==> src/btha_pkg.sv <==
// ----------------------------------------------------------------------------
// btha_pkg
// Shared types and codes for the block table heap allocator.
// ----------------------------------------------------------------------------
package btha_pkg;

    typedef enum logic {
        CMD_ALLOC = 1'b0,
        CMD_FREE  = 1'b1
    } t_cmd;

    typedef enum logic [1:0] {
        ST_OK         = 2'd0,
        ST_ALLOC_FAIL = 2'd1,
        ST_FREE_RANGE = 2'd2,
        ST_NULL       = 2'd3
    } t_status;

    typedef enum logic [2:0] {
        S_CLEAR,
        S_IDLE,
        S_SCAN,
        S_MARK,
        S_FIND,
        S_WALK
    } t_state;

    // flag bit positions of one table entry
    localparam int FLAG_TAKEN = 0;
    localparam int FLAG_FIRST = 1;
    localparam int FLAG_NEXT  = 2;

    localparam logic [2:0] FLAGS_FREE = 3'b000;

    // register index of heap_base
    localparam logic REG_HEAP_BASE = 1'b0;

endpackage

==> src/block_table_heap_allocator.sv <==
// ----------------------------------------------------------------------------
// block_table_heap_allocator
// First-fit heap allocator over a table of per-block flags held in one RAM.
// ----------------------------------------------------------------------------
// Results: an immediate reject or null free gives its result in the cycle after
// start; an allocate scans the table for a free run, then marks it, and a free
// steps to the addressed block, then clears the rest of its run.
// Throughput: one item at a time; the table RAM is read and written one entry
// a cycle and sets the figure. Results are strobed for one cycle, no stall.
// Reset: synchronous; a clearing pass then writes every entry free with busy
// high. The APB port is live throughout.
module block_table_heap_allocator #(
    parameter int NUM_BLOCKS  = 1024,
    parameter int BLOCK_BYTES = 4096
) (
    input  logic                   i_clk,
    input  logic                   i_rst_n,
    // command channel
    input  logic                   start,
    output logic                   busy,
    input  btha_pkg::t_cmd         i_command,
    input  logic [31:0]            i_size_bytes,
    input  logic [31:0]            i_address,
    // result channel
    output logic                   o_valid,
    output btha_pkg::t_status      o_status,
    output logic [31:0]            o_result_address,
    output logic [10:0]            o_freed_blocks,
    // configuration port
    input  logic                   psel,
    input  logic                   penable,
    input  logic                   pwrite,
    input  logic [2:0]             paddr,
    input  logic [31:0]            pwdata,
    output logic [31:0]            prdata,
    output logic                   pready
);
    import btha_pkg::*;

    localparam int          IW         = $clog2(NUM_BLOCKS);
    localparam longint      HEAP_BYTES = longint'(NUM_BLOCKS) * longint'(BLOCK_BYTES);
    localparam int          RBW        = $clog2(HEAP_BYTES + 1);
    localparam int          FW         = $clog2(NUM_BLOCKS + 1);
    localparam logic [IW-1:0]  LAST    = IW'(NUM_BLOCKS - 1);
    localparam logic [RBW-1:0] BB_R    = RBW'(BLOCK_BYTES);
    localparam logic [32:0]    BB_W    = 33'(BLOCK_BYTES);
    localparam logic [32:0]    HEAP_LIM = 33'(HEAP_BYTES);

    logic [2:0] mem [NUM_BLOCKS];

    t_state          r_state, n_state;
    logic [IW-1:0]   r_idx, n_idx;
    logic [IW-1:0]   r_start, n_start;
    logic [IW-1:0]   r_last, n_last;
    logic [31:0]     r_arg, n_arg;
    logic [RBW-1:0]  r_acc, n_acc;
    logic [FW-1:0]   r_freed, n_freed;
    logic [31:0]     r_base;
    logic [2:0]      r_rd_data;

    logic            r_valid, n_valid;
    t_status         r_status, n_status;
    logic [31:0]     r_res_addr, n_res_addr;
    logic [FW-1:0]   r_freed_out, n_freed_out;

    logic            wr_en;
    logic [IW-1:0]   wr_addr;
    logic [2:0]      wr_data;
    logic [IW-1:0]   rd_addr;
    logic [IW-1:0]   idx_next;
    logic [31:0]     diff;
    logic [RBW-1:0]  run_new;
    logic [2:0]      mark_flags;
    logic [31:0]     start_addr;

    assign idx_next   = (r_idx == LAST) ? '0 : r_idx + 1'b1;
    assign diff       = i_address - r_base;
    assign run_new    = r_acc + BB_R;
    assign start_addr = r_base + 32'(64'(r_start) * 64'(BLOCK_BYTES));

    always_comb begin
        mark_flags             = FLAGS_FREE;
        mark_flags[FLAG_TAKEN] = 1'b1;
        mark_flags[FLAG_FIRST] = (r_idx == r_start);
        mark_flags[FLAG_NEXT]  = (r_idx != r_last);
    end

    // table RAM: one write port, one registered read port
    always_ff @(posedge i_clk) begin
        if (wr_en) begin
            mem[wr_addr] <= wr_data;
        end
        r_rd_data <= mem[rd_addr];
    end

    always_ff @(posedge i_clk) begin
        if (!i_rst_n) begin
            r_base <= '0;
        end else if (psel && penable && pwrite && pready && paddr[2] == REG_HEAP_BASE) begin
            r_base <= pwdata;
        end
    end

    assign pready = 1'b1;
    assign prdata = (paddr[2] == REG_HEAP_BASE) ? r_base : '0;

    always_ff @(posedge i_clk) begin
        if (!i_rst_n) begin
            r_state <= S_CLEAR;
            r_idx   <= '0;
            r_valid <= 1'b0;
        end else begin
            r_state <= n_state;
            r_idx   <= n_idx;
            r_valid <= n_valid;
        end
    end

    always_ff @(posedge i_clk) begin
        r_start     <= n_start;
        r_last      <= n_last;
        r_arg       <= n_arg;
        r_acc       <= n_acc;
        r_freed     <= n_freed;
        r_status    <= n_status;
        r_res_addr  <= n_res_addr;
        r_freed_out <= n_freed_out;
    end

    always_comb begin
        n_state     = r_state;
        n_idx       = r_idx;
        n_start     = r_start;
        n_last      = r_last;
        n_arg       = r_arg;
        n_acc       = r_acc;
        n_freed     = r_freed;
        n_valid     = 1'b0;
        n_status    = r_status;
        n_res_addr  = r_res_addr;
        n_freed_out = r_freed_out;
        wr_en       = 1'b0;
        wr_addr     = r_idx;
        wr_data     = FLAGS_FREE;
        rd_addr     = r_idx;

        case (r_state)
            S_CLEAR: begin
                wr_en = 1'b1;
                if (r_idx == LAST) begin
                    n_idx   = '0;
                    n_state = S_IDLE;
                end else begin
                    n_idx = r_idx + 1'b1;
                end
            end

            S_IDLE: begin
                if (start) begin
                    n_res_addr  = '0;
                    n_freed_out = '0;
                    if (i_command == CMD_ALLOC) begin
                        if (i_size_bytes == '0) begin
                            n_valid  = 1'b1;
                            n_status = ST_ALLOC_FAIL;
                        end else begin
                            n_arg   = i_size_bytes;
                            n_acc   = '0;
                            n_idx   = '0;
                            rd_addr = '0;
                            n_state = S_SCAN;
                        end
                    end else begin
                        if (i_address == '0) begin
                            n_valid  = 1'b1;
                            n_status = ST_NULL;
                        end else if (i_address < r_base || {1'b0, diff} >= HEAP_LIM) begin
                            n_valid  = 1'b1;
                            n_status = ST_FREE_RANGE;
                        end else begin
                            n_arg   = diff;
                            n_acc   = '0;
                            n_idx   = '0;
                            n_state = S_FIND;
                        end
                    end
                end
            end

            // read data for r_idx arrives here; the next entry is read meanwhile
            S_SCAN: begin
                rd_addr = idx_next;
                n_idx   = idx_next;
                if (r_rd_data[FLAG_TAKEN]) begin
                    n_acc = '0;
                end else begin
                    if (r_acc == '0) begin
                        n_start = r_idx;
                    end
                    n_acc = run_new;
                end
                if (!r_rd_data[FLAG_TAKEN] && 33'(run_new) >= {1'b0, r_arg}) begin
                    n_last  = r_idx;
                    n_idx   = (r_acc == '0) ? r_idx : r_start;
                    n_state = S_MARK;
                end else if (r_idx == LAST) begin
                    n_valid  = 1'b1;
                    n_status = ST_ALLOC_FAIL;
                    n_state  = S_IDLE;
                end
            end

            S_MARK: begin
                wr_en   = 1'b1;
                wr_data = mark_flags;
                if (r_idx == r_last) begin
                    n_valid    = 1'b1;
                    n_status   = ST_OK;
                    n_res_addr = start_addr;
                    n_state    = S_IDLE;
                end else begin
                    n_idx = r_idx + 1'b1;
                end
            end

            // step block by block until the offset lands inside block r_idx
            S_FIND: begin
                if ({1'b0, r_arg} < 33'(r_acc) + BB_W) begin
                    wr_en   = 1'b1;
                    n_freed = FW'(1);
                    if (r_idx == LAST) begin
                        n_valid     = 1'b1;
                        n_status    = ST_OK;
                        n_freed_out = FW'(1);
                        n_state     = S_IDLE;
                    end else begin
                        rd_addr = idx_next;
                        n_idx   = idx_next;
                        n_state = S_WALK;
                    end
                end else begin
                    n_idx = r_idx + 1'b1;
                    n_acc = run_new;
                end
            end

            // clear while the entry is taken and not the head of another run
            S_WALK: begin
                if (r_rd_data[FLAG_TAKEN] && !r_rd_data[FLAG_FIRST]) begin
                    wr_en   = 1'b1;
                    n_freed = r_freed + 1'b1;
                    if (r_idx == LAST) begin
                        n_valid     = 1'b1;
                        n_status    = ST_OK;
                        n_freed_out = r_freed + 1'b1;
                        n_state     = S_IDLE;
                    end else begin
                        rd_addr = idx_next;
                        n_idx   = idx_next;
                    end
                end else begin
                    n_valid     = 1'b1;
                    n_status    = ST_OK;
                    n_freed_out = r_freed;
                    n_state     = S_IDLE;
                end
            end

            default: begin
                n_state = S_IDLE;
            end
        endcase
    end

    assign busy             = (r_state != S_IDLE);
    assign o_valid          = r_valid;
    assign o_status         = r_status;
    assign o_result_address = r_res_addr;
    assign o_freed_blocks   = 11'(r_freed_out);

endmodule

==> config.mk <==
export PLATFORM = sky130hd
export DESIGN_NAME = block_table_heap_allocator
export DESIGN_NICKNAME = d
export VERILOG_FILES = /design/src/btha_pkg.sv /design/src/block_table_heap_allocator.sv
export SDC_FILE = /design/constraint.sdc
export NUM_CORES = 2
export LEC_CHECK = 0
export BUFFER_PORTS_ARGS = -buffer_cell sky130_fd_sc_hd__buf_2
export CAP_MARGIN = 5
export CORE_MARGIN = 2
export CORE_UTILIZATION = 40
export CTS_CLUSTER_SIZE = 14
export DETAILED_ROUTE_END_ITERATION = 7
export HOLD_SLACK_MARGIN = 0.02
export PLACE_DENSITY = 0.59
export SLEW_MARGIN = 10
export SYNTH_ARGS = -nofsm -noshare
export SYNTH_HDL_FRONTEND = slang
export SYNTH_SLANG_ARGS = --single-unit
export TNS_END_PERCENT = 50
==> constraint.sdc <==
create_clock -name i_clk -period 157.5 [get_ports i_clk]
set_input_delay 39.375 -clock i_clk [delete_from_list [all_inputs] [get_ports i_clk]]
set_output_delay 39.375 -clock i_clk [all_outputs]
set_load 0.03 [all_outputs]
Yosys cells after proc, flatten, opt, wreduce, memory -nomap -nowiden
Memory sizes are Yosys's and may differ from the RTL's. A register that Yosys moved wholly into a read port is not among the register bits.
Cells that the tools add are included.

storage, ports and cells
  register bits after elaboration = 177
  memories = 1
  input port bits = 106
  output and inout port bits = 80
  memory bits (writable) = 3072

operators by class
  equal/unequal tests = 28
  bitwise logic cells = 2
  add/subtract/negate cells = 6
  muxes and demuxes = 83
  magnitude comparators = 4
  reduce and logical (&&, ||, !) cells = 29

memory list
  name  words  width  read ports  clocked after Yosys merged registers in  write ports  RTL line                          source
  mem   1024   3      1           1                                        1            block_table_heap_allocator.sv:49  logic [2:0] mem [NUM_BLOCKS];

operator list
  cell                    count
  $mux 32                 7
  $mux 23                 7
  $mux 10                 15
  $mux 11                 7
  $pmux 23 s3             1
  $logic_not 32->1        2
  $pmux 32 s2             1
  $pmux 10 s6             1
  $pmux 10 s4             1
  $mux 3                  12
  $pmux 11 s3             1
  $add 32x22->32          1
  $ge 23x32->1            1
  $ge 32x23->1 const B    1
  $lt 32x24->1            1
  $lt 32x32->1            1
  $sub 32x32->32          1
  $add 23x13->24 const B  1
  $ne 2x2->1 const B      12
  $add 23x13->23 const B  1
  $logic_not 23->1        1
  $mux 2                  11
  $pmux 11 s2             1
  $eq 10x10->1            2
  other kinds (30)        62

Logic depth before layout (Yosys ltp)
  depth in word-level cells = 8
  gate-level depth with buffers = 26
  gate-level depth less buffers = 21

Worst setup path after synthesis
Ideal clock, no wire load.

  path type = in2out
  start point = input paddr[2]
  end point = output prdata[10]
  path buffers = 2
  path slack = 77.999 ns
  arrival = 40.126 ns
  stages on the path = 3
  path through = clkbuf_1 clkbuf_1 nor2_1

on the way
  word-level cells in the longest chain between the ends = 1

ends and longest elaborated chain
  element          RTL line                           source
  start, declared  block_table_heap_allocator.sv:33   input logic [2:0] paddr,
  $mux 32          block_table_heap_allocator.sv:105  assign prdata = (paddr[2] == REG_HEAP_BASE) ? r_base : '0;
  end, declared    block_table_heap_allocator.sv:35   output logic [31:0] prdata,

Every way passes these cells.

Worst setup path after layout
  start point = input paddr[2]
  end point = output prdata[14]

Same word-level chain as after synthesis.

==> metrics.txt <==
number of global-route vias before repair=around 66000; dominant cell by count in the synthesized netlist=edfxtp_1; Pwr per Cell Area=around 17 nW/um^2; Ports=186; H-tree depth=4; TNS Setup=0 ns; Area contributors post-synth=edfxtp_1 (67%), nand2_1 (7.0%), nor2_1 (4.7%); nets=~8600; Pwr Total=roughly 1900 uW; max-slew violation count=0; status=finished with violations; crit path DAT=approximately 40 ns; Setup Fix Bufs, Post-CTS=0; failing checks=DRC; Worst Skew=0.0475 ns; CP Cell Sequence=buf_2 > nor2_1 > buf_2; Setup crit start kind=primary input; fin crit share=50.6%; drt total wl=roughly 330 mm; number of cells upsized or downsized after cts=0; CTS tree=built; number of synthesized register bits=2215; wire per inst=27.7 um; RSZ-0062 raised after global routing=false; Initial Utilization=between 40 and 50%; CP max stage delay=a little under 0.5 ns; Data required, critical path=approximately 120 ns; Initial DRT Pass Iterations=8; Final Non-Filler Cells=~12000; top cell type by total area after synthesis=edfxtp_1; row count=180; crit-path max FO=34; vias per cell=5.94; Crit. End Element=output port; Die X=496 um; highest clock rate=around 13 MHz; Mapped Nets=8586; Final min period=79.62 ns; number of CTS-inserted buffers=221; largest net degree at the start of global routing=252; First DRT Iteration DRCs=10039; worst-skew pair later-pin latency=approximately 0.90 ns; post-placement cell count=11363; Die Ht=496 um; share of Yosys cell area claimed by the top area cell type=67.2%; Worst path slowest cell=buf_2; maxcap violations=0; DR vias=69987; total track usage=26.0%; hold_ws=0.453 ns; # port buffers=182; Syn Inst Count=8405; first-pass GRT wire length=465 mm; syn avg cell area=11.5 um^2; ys async rst share=0%; post-detailed-route DRC marker count=4; CTS Sinks=~2200; Primary FF master, synth=edfxtp_1; Setup CP Type=in -> out; cts hold-fix bufs=0; die area=246000 um^2; final hold violations=0; Netlist cell types=95; Leak Pwr=0.0351 uW; DP Wirelength=189 mm; Root Driver=clkbuf_16; Final Wtd Congestion=0.922; layout cell share with drive strength beyond 1=9.82%; Post-synth EDFFs=2167; Commonest cells post-synth=edfxtp_1 (2167), nand2_1 (1818), nor2_1 (1211), nand3_1 (694), clkbuf_1 (324); Finish-stage setup viols=0; Reg2Reg Setup Slack=146.97 ns; Area Growth Syn to Fin=11.9%; CTS max path bufs=3; GRT overflow=0; Hold WC Path Type=reg -> reg; most frequent CP cell=buf_2; synthesized area=between 90000 and 100000 um^2; Slew @ Worst Pin=1.27 ns; Worst slew margin=14.9%; core area=about 240000 um^2; antenna violations before repair=20; clk slew on worst S/H paths=around 0.06 ns; yosys warns=0; Post-DRT Antenna Nets=0; sequential area share after synthesis=between 60 and 70%; Peak VDD IR=21.6 uV
[power breakdown]
part | leakage, uW | switching, uW | internal [uW]
logic | 0.0149 | 488 | 190
registers | 0.0166 | 4.68 | 647
clock network | 0.00357 | 231 | 306
total | 0.0351 | 724 | 1140
[path summary, 6_finish.rpt]
kind,from,end,cells after the start
worst max-delay path,paddr[2],prdata[14],3
worst min-delay path,r_base[10]$_SDFFE_PN0P_,r_base[10]$_SDFFE_PN0P_,2
worst min register to register,r_base[10]$_SDFFE_PN0P_,r_base[10]$_SDFFE_PN0P_,2
worst max register to register,r_idx[1]$_SDFFE_PN0P_,r_rd_data[0]$_DFF_P_,25
[stage by stage]
stage               area, um^2  worst slack (ns)  util, %
finish                  108000             77.88     45.0
floorplan                96900             78.00        -
global route            108000             77.84     45.0
detailed placement      101000             77.90     42.0
CTS                     108000             77.90     45.0
global placement        101000             77.99     42.0
[placed cells by master (no fill, tap or decap), types with 54 or more instances in the layout]
cell type / netlist / layout
a21oi_1: 246 / 245
a31oi_1: 145 / 145
and3_1: 129 / 128
buf_2: 229 / 182
buf_4: 16 / 203
clkbuf_16: 0 / 224
clkinv_1: 1 / 55
edfxtp_1: 2167 / 2167
ha_1: 73 / 73
inv_1: 79 / 78
mux2i_1: 181 / 181
nand2_1: 1818 / 1782
nand3_1: 694 / 693
nand4_1: 80 / 80
nor2_1: 1211 / 1196
nor3_1: 68 / 64
o21ai_0: 87 / 87
o22ai_1: 67 / 67
xnor2_1: 54 / 54
[final cells by class]
cell class | instances | area (um^2)
Clock buffer | 277 | 5850
Clock inverter | 142 | 1440
Antenna cell | 8 | 20.0
Fill cell | 21957 | 132000
Inverter | 81 | 312
Multi-Input combinational cell | 5486 | 28100
Sequential cell | 2215 | 66000
Timing Repair Buffer | 396 | 2660
Tap cell | 3185 | 3990
[routing by layer]
layer	vias up	global-route usage, %	share of wire [%]
met5	-	0	0.011
met4	6	11.7	4.9
met3	704	4.77	11
met2	4055	39.7	45
met1	34896	36.1	40
li1	30326	-	-
[worst max-delay path, delay by kind of cell]
family	cells	cell delay (ns)
buf+inv	2	0.70
simple gates	1	0.14
[flip-flops by register name, indices dropped and copies added (netlist names), 11 cells and up]
name / cells
r_base: 32
o_result_address: 32
r_freed: 11
r_arg: 32
r_acc: 11
mem: 2048
o_freed_blocks: 11
[logic make-up (layout without fill, tap and decap cells)]
logic type	Yosys count	after routing	synth area share, %
AND/OR/NAND/NOR	4165	4165	18.2
flip-flops	2215	2215	68.2
AO/OA/AOI/OAI	943	943	6.51
buffers and inverters	704	896	3.10
multiplexers	211	211	2.22
XOR/XNOR	90	90	0.814
adder cells (fa/ha/maj)	76	76	0.995
other	1	9	0.00387
No activity file was read; power rests on OpenSTA's default activity.
